$ cat config.mk
export PLATFORM = sky130hd
export DESIGN_NAME = line_segment_clipper_unit
export DESIGN_NICKNAME = d
export VERILOG_FILES = /design/src/rtl/lsc_pkg.sv /design/src/rtl/lsc_div_cell.sv /design/src/rtl/lsc_divider.sv /design/src/rtl/line_segment_clipper_unit.sv
export SDC_FILE = /design/constraint.sdc
export NUM_CORES = 2
export LEC_CHECK = 0
export ABC_AREA = 1
export ABC_CLOCK_PERIOD_IN_PS = 24200
export BUFFER_PORTS_ARGS = -buffer_cell sky130_fd_sc_hd__clkbuf_2
export CAP_MARGIN = 15
export CORE_MARGIN = 3
export CORE_UTILIZATION = 55
export CTS_BUF_LIST = sky130_fd_sc_hd__clkbuf_8 sky130_fd_sc_hd__clkbuf_16
export DETAILED_ROUTE_END_ITERATION = 16
export GPL_TIMING_DRIVEN = 0
export MAX_ROUTING_LAYER = met4
export PLACE_DENSITY = 0.82
export SLEW_MARGIN = 40
export SYNTH_ARGS = -nofsm -noshare
export SYNTH_HDL_FRONTEND = slang
export SYNTH_SLANG_ARGS = --single-unit
$ cat constraint.sdc
create_clock -name clk -period 24.2 [get_ports clk]
set_input_delay 0 -clock clk [delete_from_list [all_inputs] [get_ports clk]]
set_output_delay 0 -clock clk [all_outputs]
set_load 0.1 [all_outputs]
$ cat src/rtl/lsc_pkg.sv
// lsc_pkg: shared types and constants of the line segment clipper
// no dependencies
package lsc_pkg;

  localparam int COORD_W = 16;
  localparam int MAG_W   = COORD_W;
  localparam int DIV_W   = 2 * MAG_W;
  localparam int REM_W   = MAG_W;
  localparam int ADDR_W  = 4;

  localparam logic [3:0] CODE_LEFT   = 4'd1;
  localparam logic [3:0] CODE_RIGHT  = 4'd2;
  localparam logic [3:0] CODE_BOTTOM = 4'd4;
  localparam logic [3:0] CODE_TOP    = 4'd8;

  localparam logic [2:0] MAX_PASSES = 3'd4;

  localparam logic [1:0] REG_LEFT   = 2'd0;
  localparam logic [1:0] REG_RIGHT  = 2'd1;
  localparam logic [1:0] REG_BOTTOM = 2'd2;
  localparam logic [1:0] REG_TOP    = 2'd3;

  typedef logic signed [COORD_W-1:0] coord_t;

  typedef struct packed {
    coord_t start_x;
    coord_t start_y;
    coord_t end_x;
    coord_t end_y;
  } in_word_t;

  typedef struct packed {
    logic   accepted;
    coord_t clip_start_x;
    coord_t clip_start_y;
    coord_t clip_end_x;
    coord_t clip_end_y;
  } out_word_t;

  // word carried from one divider cell to the next
  typedef struct packed {
    logic             vld;
    logic [REM_W-1:0] rem;
    logic [DIV_W-1:0] num;
    logic [MAG_W-1:0] den;
  } div_cell_t;

endpackage

$ cat src/rtl/lsc_div_cell.sv
// lsc_div_cell: one restoring division step, registered
// depends on lsc_pkg
module lsc_div_cell (
  input  logic                clk,
  input  logic                rst_n,
  input  lsc_pkg::div_cell_t  cell_in,
  output lsc_pkg::div_cell_t  cell_out
);
  import lsc_pkg::*;

  logic [REM_W:0]   trial;
  logic [REM_W:0]   diff;
  logic             qbit;
  div_cell_t        cell_nxt;
  div_cell_t        cell_r;

  // shift in the next dividend bit and try the subtract
  always_comb begin
    trial    = {cell_in.rem, cell_in.num[DIV_W-1]};
    diff     = trial - {1'b0, cell_in.den};
    qbit     = (trial >= {1'b0, cell_in.den});
    cell_nxt = cell_in;
    cell_nxt.rem = qbit ? diff[REM_W-1:0] : trial[REM_W-1:0];
    cell_nxt.num = {cell_in.num[DIV_W-2:0], qbit};
  end

  always_ff @(posedge clk) begin
    if (!rst_n) begin
      cell_r.vld <= 1'b0;
    end else begin
      cell_r.vld <= cell_nxt.vld;
    end
    cell_r.rem <= cell_nxt.rem;
    cell_r.num <= cell_nxt.num;
    cell_r.den <= cell_nxt.den;
  end

  assign cell_out = cell_r;

endmodule

$ cat src/rtl/lsc_divider.sv
// lsc_divider: unsigned divider built as a row of division cells, one quotient bit per cell
// depends on lsc_pkg, lsc_div_cell
module lsc_divider (
  input  logic                       clk,
  input  logic                       rst_n,
  input  logic                       div_start,
  input  logic [lsc_pkg::DIV_W-1:0]  dividend,
  input  logic [lsc_pkg::MAG_W-1:0]  divisor,
  output logic                       div_done,
  output logic [lsc_pkg::DIV_W-1:0]  quotient
);
  import lsc_pkg::*;

  div_cell_t chain [DIV_W+1];

  // head of the row
  always_comb begin
    chain[0].vld = div_start;
    chain[0].rem = '0;
    chain[0].num = dividend;
    chain[0].den = divisor;
  end

  for (genvar i = 0; i < DIV_W; i++) begin : g_cell
    lsc_div_cell u_cell (
      .clk      (clk),
      .rst_n    (rst_n),
      .cell_in  (chain[i]),
      .cell_out (chain[i+1])
    );
  end

  assign div_done = chain[DIV_W].vld;
  assign quotient = chain[DIV_W].num;

endmodule

$ cat src/rtl/line_segment_clipper_unit.sv
// line_segment_clipper_unit: Cohen-Sutherland clipper top level with APB window registers
// depends on lsc_pkg, lsc_divider
//
// One segment is taken when start is high and busy is low. Each clipping pass
// that moves an endpoint steps through the multiply state, a launch state and
// a wait on the divider row (one quotient bit per cell), then updates the
// endpoint and recomputes the outcodes; a segment is decided after at most four moves.
// The result shows on out_word for exactly one cycle with out_valid and cannot
// be held off; busy drops in that same cycle. The user must write the window
// registers over the APB port only while busy is low; the block itself has no check for this.
module line_segment_clipper_unit (
  input  logic                        clk,
  input  logic                        rst_n,
  input  logic                        start,
  output logic                        busy,
  input  lsc_pkg::in_word_t           in_word,
  output logic                        out_valid,
  output lsc_pkg::out_word_t          out_word,
  input  logic                        cfg_psel,
  input  logic                        cfg_penable,
  input  logic                        cfg_pwrite,
  input  logic [lsc_pkg::ADDR_W-1:0]  cfg_paddr,
  input  logic [31:0]                 cfg_pwdata,
  output logic [31:0]                 cfg_prdata,
  output logic                        cfg_pready
);
  import lsc_pkg::*;

  typedef enum logic [2:0] {
    ST_IDLE, ST_CODE, ST_DECIDE, ST_MUL, ST_DIV, ST_WAIT, ST_UPD
  } state_t;

  state_t            state_r;
  coord_t            win_l_r, win_r_r, win_b_r, win_t_r;
  coord_t            x0_r, y0_r, x1_r, y1_r;
  coord_t            px_r [2];
  coord_t            py_r [2];
  logic [3:0]        code_r [2];
  logic [2:0]        pass_r;
  logic              k_r;
  logic              horiz_r;
  logic              neg_r;
  logic              dzero_r;
  coord_t            base_r, edge_r;
  logic [MAG_W-1:0]  mag_a_r, mag_b_r, den_r;
  logic [DIV_W-1:0]  prod_r;
  logic              out_valid_r;
  out_word_t         out_word_r;

  logic              div_done;
  logic [DIV_W-1:0]  quot;

  // --- configuration port
  logic cfg_wr;
  assign cfg_wr     = cfg_psel & cfg_penable & cfg_pwrite;
  assign cfg_pready = 1'b1;

  always_ff @(posedge clk) begin
    if (!rst_n) begin
      win_l_r <= coord_t'(0);
      win_r_r <= coord_t'(639);
      win_b_r <= coord_t'(0);
      win_t_r <= coord_t'(479);
    end else if (cfg_wr) begin
      unique case (cfg_paddr[3:2])
        REG_LEFT:   win_l_r <= cfg_pwdata[COORD_W-1:0];
        REG_RIGHT:  win_r_r <= cfg_pwdata[COORD_W-1:0];
        REG_BOTTOM: win_b_r <= cfg_pwdata[COORD_W-1:0];
        REG_TOP:    win_t_r <= cfg_pwdata[COORD_W-1:0];
        default:    ;
      endcase
    end
  end

  always_comb begin
    unique case (cfg_paddr[3:2])
      REG_LEFT:   cfg_prdata = 32'(win_l_r);
      REG_RIGHT:  cfg_prdata = 32'(win_r_r);
      REG_BOTTOM: cfg_prdata = 32'(win_b_r);
      REG_TOP:    cfg_prdata = 32'(win_t_r);
      default:    cfg_prdata = '0;
    endcase
  end

  // --- outcodes of the current endpoints
  function automatic logic [3:0] outcode(coord_t x, coord_t y, coord_t l, coord_t r,
                                         coord_t b, coord_t t);
    logic [3:0] c;
    c = '0;
    if (x < l)      c = c | CODE_LEFT;
    else if (x > r) c = c | CODE_RIGHT;
    if (y < b)      c = c | CODE_BOTTOM;
    else if (y > t) c = c | CODE_TOP;
    return c;
  endfunction

  // --- edge selection for the next move
  logic             sel_k;
  logic [3:0]       sel_c;
  logic             sel_horiz;
  logic signed [COORD_W:0] num_a, num_b, num_c;
  coord_t           sel_edge, sel_base;
  logic             done_now;

  always_comb begin
    sel_k     = (code_r[0] != 4'd0) ? 1'b0 : 1'b1;
    sel_c     = code_r[sel_k];
    sel_horiz = 1'b0;
    sel_edge  = win_l_r;
    if ((sel_c & CODE_TOP) != 4'd0) begin
      sel_horiz = 1'b1;
      sel_edge  = win_t_r;
    end else if ((sel_c & CODE_BOTTOM) != 4'd0) begin
      sel_horiz = 1'b1;
      sel_edge  = win_b_r;
    end else if ((sel_c & CODE_RIGHT) != 4'd0) begin
      sel_edge  = win_r_r;
    end
    if (sel_horiz) begin
      num_a    = (COORD_W+1)'(x1_r) - (COORD_W+1)'(x0_r);
      num_c    = (COORD_W+1)'(y1_r) - (COORD_W+1)'(y0_r);
      num_b    = (COORD_W+1)'(sel_edge) - (COORD_W+1)'(y0_r);
      sel_base = x0_r;
    end else begin
      num_a    = (COORD_W+1)'(y1_r) - (COORD_W+1)'(y0_r);
      num_c    = (COORD_W+1)'(x1_r) - (COORD_W+1)'(x0_r);
      num_b    = (COORD_W+1)'(sel_edge) - (COORD_W+1)'(x0_r);
      sel_base = y0_r;
    end
    done_now = ((code_r[0] == 4'd0) && (code_r[1] == 4'd0)) ||
               ((code_r[0] & code_r[1]) != 4'd0) || (pass_r == MAX_PASSES);
  end

  function automatic logic [MAG_W-1:0] mag(logic signed [COORD_W:0] v);
    logic signed [COORD_W:0] a;
    a = v[COORD_W] ? -v : v;
    return a[MAG_W-1:0];
  endfunction

  // --- moved coordinate: base plus signed quotient, saturated
  logic signed [DIV_W+1:0] q_s, sum_s;
  coord_t                  sat_v;
  localparam logic signed [DIV_W+1:0] SAT_HI = (DIV_W+2)'((1 << (COORD_W-1)) - 1);
  localparam logic signed [DIV_W+1:0] SAT_LO = -SAT_HI - 1;

  always_comb begin
    q_s = dzero_r ? '0 : $signed({2'b00, quot});
    if (neg_r) q_s = -q_s;
    sum_s = q_s + (DIV_W+2)'(base_r);
    if (sum_s > SAT_HI)      sat_v = coord_t'(SAT_HI);
    else if (sum_s < SAT_LO) sat_v = coord_t'(SAT_LO);
    else                     sat_v = sum_s[COORD_W-1:0];
  end

  lsc_divider u_div (
    .clk       (clk),
    .rst_n     (rst_n),
    .div_start (state_r == ST_DIV),
    .dividend  (prod_r),
    .divisor   (den_r),
    .div_done  (div_done),
    .quotient  (quot)
  );

  // --- sequencer
  logic both_in;
  assign both_in = (code_r[0] == 4'd0) && (code_r[1] == 4'd0);

  always_ff @(posedge clk) begin
    if (!rst_n) begin
      state_r     <= ST_IDLE;
      out_valid_r <= 1'b0;
    end else begin
      out_valid_r <= 1'b0;
      unique case (state_r)
        ST_IDLE: if (start) begin
          x0_r    <= in_word.start_x;
          y0_r    <= in_word.start_y;
          x1_r    <= in_word.end_x;
          y1_r    <= in_word.end_y;
          px_r[0] <= in_word.start_x;
          py_r[0] <= in_word.start_y;
          px_r[1] <= in_word.end_x;
          py_r[1] <= in_word.end_y;
          pass_r  <= '0;
          state_r <= ST_CODE;
        end
        ST_CODE: begin
          code_r[0] <= outcode(px_r[0], py_r[0], win_l_r, win_r_r, win_b_r, win_t_r);
          code_r[1] <= outcode(px_r[1], py_r[1], win_l_r, win_r_r, win_b_r, win_t_r);
          state_r   <= ST_DECIDE;
        end
        ST_DECIDE: begin
          if (done_now) begin
            out_valid_r             <= 1'b1;
            out_word_r.accepted     <= both_in;
            out_word_r.clip_start_x <= both_in ? px_r[0] : '0;
            out_word_r.clip_start_y <= both_in ? py_r[0] : '0;
            out_word_r.clip_end_x   <= both_in ? px_r[1] : '0;
            out_word_r.clip_end_y   <= both_in ? py_r[1] : '0;
            state_r                 <= ST_IDLE;
          end else begin
            k_r     <= sel_k;
            horiz_r <= sel_horiz;
            edge_r  <= sel_edge;
            base_r  <= sel_base;
            mag_a_r <= mag(num_a);
            mag_b_r <= mag(num_b);
            den_r   <= mag(num_c);
            dzero_r <= (num_c == '0);
            neg_r   <= num_a[COORD_W] ^ num_b[COORD_W] ^ num_c[COORD_W];
            state_r <= ST_MUL;
          end
        end
        ST_MUL: begin
          prod_r  <= DIV_W'(mag_a_r) * DIV_W'(mag_b_r);
          state_r <= ST_DIV;
        end
        ST_DIV:  state_r <= ST_WAIT;
        ST_WAIT: if (div_done) state_r <= ST_UPD;
        ST_UPD: begin
          if (horiz_r) begin
            px_r[k_r] <= sat_v;
            py_r[k_r] <= edge_r;
          end else begin
            px_r[k_r] <= edge_r;
            py_r[k_r] <= sat_v;
          end
          pass_r  <= pass_r + 3'd1;
          state_r <= ST_CODE;
        end
        default: state_r <= ST_IDLE;
      endcase
    end
  end

  assign busy      = (state_r != ST_IDLE);
  assign out_valid = out_valid_r;
  assign out_word  = out_word_r;

endmodule

# Yosys cells after proc, flatten, opt, wreduce, memory -nomap -nowiden
# Memory sizes are Yosys's and may differ from the RTL's.
# Index checks and enable logic that the tools add are counted.
dict set report word_totals {
  register_bits 2364
  mem_bits_rw 72
  in_bits 106
  out_inout_bits 100
  mem_count 3
}
dict set report op_classes {
  n_addsub 41
  multipliers 1
  order_cmp 42
  n_eq_ne 12
  muxes 91
  bitwise_logic 8
  reduce_logical 25
}
# memory depth word_bits rd rd_ports_with_merged_regs wr line
set memory_table {}
lappend memory_table {px_r 2 16 2 0 2 line_segment_clipper_unit.sv:36} ;# coord_t px_r [2];
lappend memory_table {py_r 2 16 2 0 2 line_segment_clipper_unit.sv:37} ;# coord_t py_r [2];
lappend memory_table {code_r 2 4 3 0 2 line_segment_clipper_unit.sv:38} ;# logic [3:0] code_r [2];
# operator count
set ops {}
lappend ops {{2-to-1 mux 16 bit} 43}
lappend ops {{greater-or-equal comparator 17 x 16 -> 1 bit} 31}
lappend ops {{subtractor 16 bit} 30}
lappend ops {{case mux 32 bit (4 select lines)} 1}
lappend ops {{subtractor 16 x 16 -> 17 bit} 4}
lappend ops {{greater-than comparator 16 bit} 4}
lappend ops {{less-than comparator 16 bit} 4}
lappend ops {{2-to-1 mux 17 bit} 3}
lappend ops {{negator 16 bit} 3}
lappend ops {{adder 34 x 16 -> 34 bit} 1}
lappend ops {{greater-than comparator 34 x 16 -> 1 bit (second input constant)} 1}
lappend ops {{less-than comparator 34 x 16 -> 1 bit (second input constant)} 1}
lappend ops {{2-to-1 mux 34 bit} 1}
lappend ops {{negator 32 -> 34 bit} 1}
lappend ops {{multiplier 16 x 16 -> 32 bit} 1}
lappend ops {{2-to-1 mux 32 bit} 1}
lappend ops {{2-to-1 mux 4 bit} 8}
lappend ops {{OR reduction 16 bit} 2}
lappend ops {{2-to-1 mux 1 bit} 24}
lappend ops {{case mux 3 bit (7 select lines)} 1}
lappend ops {{logical NOT 17 bit} 1}
lappend ops {{greater-or-equal comparator 1 x 16 -> 1 bit} 1}
lappend ops {{subtractor 1 x 16 -> 16 bit} 1}
lappend ops {{AND reduction 2 bit} 7}
lappend ops {{25 further kinds} 45}

# Longest topological paths before layout
# An unclocked memory read counts as a cell.
dict set report depth {
  depth_word 11
  ltp_mapped 37
  mapped_depth_nobuf 35
}

# Hierarchy
# A second synthesis with hierarchy kept.
dict set report unflattened {
  hier_cells 15151
  hier_area_um2 119786.1
}
# module instances cells_per_inst area_per_inst_um2
set by_module_without_submodules {}
lappend by_module_without_submodules {{lsc_div_cell at u_div.g_cell[0].u_cell ...} 25 336 2627.5}
lappend by_module_without_submodules {line_segment_clipper_unit 1 4377 34738.3}
lappend by_module_without_submodules {{lsc_div_cell at u_div.g_cell[3].u_cell ...} 7 339 2765.2}
lappend by_module_without_submodules {lsc_divider 1 1 3.8}

# Least setup slack after synthesis
# Ideal clock, no wire load.
dict set report synth_timing {
  path_type {register to register}
  start {mem code_r[0][2]}
  end {reg out_word_r, in the netlist out_word[0], enable pin}
  setup_time_ns 0.648
  arrival_time_ns 7.135
  required_time_ns 23.552
  setup_slack_ns 16.417
  stages_incl_launch_ff 7
  path_cell_list {edfxtp_1 -> inv_2 -> nand4_4 -> nor2_1 -> inv_1 -> and3_1 -> nor4_1}
}
# element line
set synth_lines {}
lappend synth_lines {{start: declaration} line_segment_clipper_unit.sv:38}
lappend synth_lines {{end: declaration} line_segment_clipper_unit.sv:48} ;# out_word_t out_word_r;

# Worst setup path in the final report
dict set report layout_timing {
  start {reg mag_a_r[7]}
  end {reg prod_r[28], data pin}
}
dict set report layout_between {
  elab_chain_cells 1
}
# element line
set layout_rtl {}
lappend layout_rtl {{start: declaration} line_segment_clipper_unit.sv:45} ;# logic [MAG_W-1:0] mag_a_r, mag_b_r, den_r;
lappend layout_rtl {{start signal: assignment} line_segment_clipper_unit.sv:207} ;# mag_a_r <= mag(num_a);
lappend layout_rtl {{multiplier 16 x 16 -> 32 bit} line_segment_clipper_unit.sv:216} ;# prod_r <= DIV_W'(mag_a_r) * DIV_W'(mag_b_r);
lappend layout_rtl {{end signal: assignment} line_segment_clipper_unit.sv:216}
lappend layout_rtl {{end: declaration} line_segment_clipper_unit.sv:46} ;# logic [DIV_W-1:0] prod_r;
# Every way passes these cells.
# A chain may end at the register's enable or synchronous reset.

==> results.sh <==
export IMPL_ys_seq_elements=2436
export IMPL_setup_viol=0
export IMPL_wl_per_cell_um=18.8
export IMPL_ff2ff_setup_slack_ns=16.93
export IMPL_fp_dieW_um=439
export IMPL_synth_area_leader_cell="dfxtp_1"
export IMPL_fillers=14900
export IMPL_critPathCaptureType="flip-flop"
export IMPL_tritoncts="built"
export IMPL_final_antenna_net_count=0
export IMPL_drt_iter0_markers=6875
export IMPL_multi_input_area_um2=43700
export IMPL_syn_avg_cell_area_um2=9.21
export IMPL_cts_resized_gates=0
export IMPL_io_pin_count=206
export IMPL_yosysTopAreaCellShare_pct=41.2
export IMPL_pwr_share_comb_pct=28.0
export IMPL_p_sw_share_pct=33.5
export IMPL_placement_io_buffers=186
export IMPL_antenna_found_initial=10
export IMPL_synthArstFlopShare_pct=0
export IMPL_hp_class="primary input to flip-flop"
export IMPL_cts_root_buf="clkbuf_16"
export IMPL_rr_worst_depth=24
export IMPL_drc_errors=0
export IMPL_via_count=76900
export IMPL_ir_worst_vdd_v=0.0000859
export IMPL_via_per_inst=5.30
export IMPL_worstSetupStartpoint="mag_a_r[7]"
export IMPL_clkPwrFrac_pct=31.0
export IMPL_gp_congestion=1.01
export IMPL_slew_limit_headroom_pct=34.4
export IMPL_grt_overflow_total=0
export IMPL_timing_fmax_ghz=0.138
export IMPL_rows=158
export IMPL_power_density_nw_per_um2=103
export IMPL_timing_rr_end="prod_r[28]"
export IMPL_seq_area_um2=52000
export IMPL_clk_latency_ns=0.89
export IMPL_outcome="completed"
export IMPL_synth_nets=12300
export IMPL_drv_slew=0
export IMPL_worstSetupStartpointType="flip-flop"
export IMPL_synth_cell_types=66
export IMPL_synth_most_common_cell="nand2_1"
export IMPL_fin_util_pct=63.2
export IMPL_synthToLayoutAreaGrowth_pct=14.0
export IMPL_layout_drive_gt1_share_pct=6.95
export IMPL_first_pass_iters=6
export IMPL_wl_um=272000
export IMPL_cts_setup_buffers=0
export IMPL_synth_warnings=0
export IMPL_grt_total_usage_pct=28.7
export IMPL_synth_commonest_cells="nand2_1 (2,305), dfxtp_1 (2,116), inv_1 (1,591)"
export IMPL_r2r_start="mag_a_r[7]"
export IMPL_seqPwrFrac_pct=41.0
export IMPL_postCtsHoldBufs=184
export IMPL_p_leak_nw=55.6
export IMPL_switchingPower_mw=4.05
export IMPL_grt_max_degree=33
export IMPL_start_util_pct=55.4
export IMPL_worst_pin_slew_ns=0.974
export IMPL_synth_main_ff_cell="dfxtp_1"
export IMPL_synthCells=11200
export IMPL_setup_tns_ns=0
export IMPL_cts_inserted_buffers=229
export IMPL_fin_skew_ns=0.0805
export IMPL_synth_edff_count=320
export IMPL_ctsLongestPathBuffers=3
export IMPL_internal_power_mw=8.03
export IMPL_rsz0062_at_grt="no"
export IMPL_crit_fanout=10
export IMPL_nets=13000
export IMPL_cts_max_level=4
export IMPL_synth_area_leaders="dfxtp_1 (41%), ha_1 (9.9%), edfxtp_1 (9.3%)"
export IMPL_finalHoldViolCount=0
export IMPL_grt_pass1_wl_um=420000
export IMPL_grt_pass1_vias=75700
export IMPL_post_route_min_period_ns=7.27
export IMPL_syn_cell_area_um2=103000
export IMPL_crit_type="flip-flop to flip-flop"
export IMPL_crit_end="prod_r[28]"
export IMPL_cap_violations=0
export IMPL_fin_crit_sh_pct=30.0
export IMPL_yosysSeqAreaShare_pct=50.5
export IMPL_worstPathRequired_ns=24.76
export IMPL_dieArea_um2=192000
export IMPL_cp_arrival_ns=7.83
export IMPL_dieHeight_um=439
export IMPL_cts_sinks=2436
export IMPL_clkTransAtPathRegs_ns=0.07
export IMPL_core_um2=186000
export IMPL_hpwl_um=208000
## logic make-up (layout without fill, tap and decap cells)
group                      count (synthesis)  in the layout  synth area share, %
xor gates and xnor gates                 515            515                 4.38
buffers and inverters                   1861           2697                 7.05
other                                      1             10              0.00364
and+or+nand+nor                         3449           3449                 13.9
adders and majority gates               1041           1041                 14.3
DFF                                     2436           2436                 50.5
AOI/OAI and AO/OA                       1869           1869                 9.88
## metal layers
layer  GRT usage [%]  share of wire (%)  vias up
li1                -                  -    37400
met1            37.1                 43    36300
met2            45.6                 46     2586
met3            4.82                7.0      601
met4            10.1                3.7        0
met5               -                  0        -
## critical path, cell delays in order, from the launching register on
cell,delay [ns]
edfxtp_1,0.32
clkbuf_1,0.46
clkbuf_1,0.60
nand2_1,0.19
fa_1,0.57
inv_1,0.06
fa_1,0.53
inv_1,0.05
fa_1,0.50
inv_1,0.05
fa_1,0.48
inv_1,0.06
fa_1,0.53
inv_1,0.06
fa_1,0.48
ha_1,0.38
a21oi_1,0.15
o21ai_0,0.10
a21oi_1,0.44
o21bai_1,0.17
a21oi_1,0.36
o21bai_1,0.16
nand3_1,0.09
nand2_1,0.06
xor2_1,0.15
## per-stage QoR
step | instances | hold WS, ns | total power, mW | cell area (um^2) | setup slack [ns]
3_3_place_gp | 13800 | 0.203 | 8.20 | 107000 | 13.52
2_1_floorplan | 11200 | 0.0989 | 7.38 | 103000 | 16.42
6_report | 14500 | 0.0860 | 12.1 | 117000 | 16.93
3_5_place_dp | 13900 | 0.198 | 8.28 | 107000 | 17.07
5_1_grt | 14500 | 0.0317 | 12.8 | 117000 | 16.62
4_1_cts | 14500 | 0.00173 | 12.1 | 117000 | 17.03
## state kept, by name, summed over array words and instances, names as in the netlist, 32 cells and up
register	count
py_r	32
u_div.g_cell.u_cell.cell_out	2048
prod_r	32
px_r	32
out_word	65
## layout by cell type, fill, tap and decap left out, types with 17 or more instances in the layout
cell / count
o21ai_0: 861
o41ai_1: 27
nand2_1: 2303
clkinv_2: 38
buf_2: 83
o211ai_1: 19
xnor2_1: 230
nor4_1: 37
o31ai_1: 18
nand3b_1: 25
clkbuf_1: 159
inv_1: 1620
nor3_1: 75
ha_1: 813
o21ai_1: 32
a21o_1: 32
buf_4: 28
clkbuf_16: 239
a221oi_1: 18
fa_1: 228
a21oi_1: 693
o21bai_1: 24
nand4_1: 77
a21boi_0: 17
clkbuf_2: 186
dfxtp_1: 2116
xor2_1: 285
nand2_2: 26
nand3_2: 32
dlygate4sd3_1: 184
edfxtp_1: 320
clkbuf_8: 37
o2111ai_1: 17
nor2_1: 536
clkinvlp_4: 30
nand3_1: 286
## final cells by class
cell class                      count  area share [%]
Antenna cell                        9          0.0192
Timing Repair Buffer              402            2.60
Tap cell                         2480            2.64
Sequential cell                  2436            44.3
Buffer                            258            1.05
Clock buffer                      276            5.53
Inverter                         1603            5.13
Multi-Input combinational cell   6875            37.3
Clock inverter                    158            1.45
## power by group through the flow
stage | Sequential (mW) | Clock [mW] | Combinational, mW
after floorplan | 4.92 | 0 | 2.46
after global placement | 5.02 | 0 | 3.18
after detailed placement | 5.02 | 0 | 3.26
after CTS | 4.95 | 3.82 | 3.33
final | 4.95 | 3.75 | 3.38
after global routing | 4.99 | 3.97 | 3.79
## worst min path at each step
stage,end,cells past startpoint,start
after detailed placement,y0_r[12],1,in_word[44]
after global routing,win_r_r[6],4,cfg_pwdata[6]
after global placement,y0_r[12],1,in_word[44]
final,x1_r[10],2,in_word[26]
after CTS,x1_r[10],2,in_word[26]
after floorplan,x0_r[0],0,in_word[48]
(Power assumes the default switching activity.)
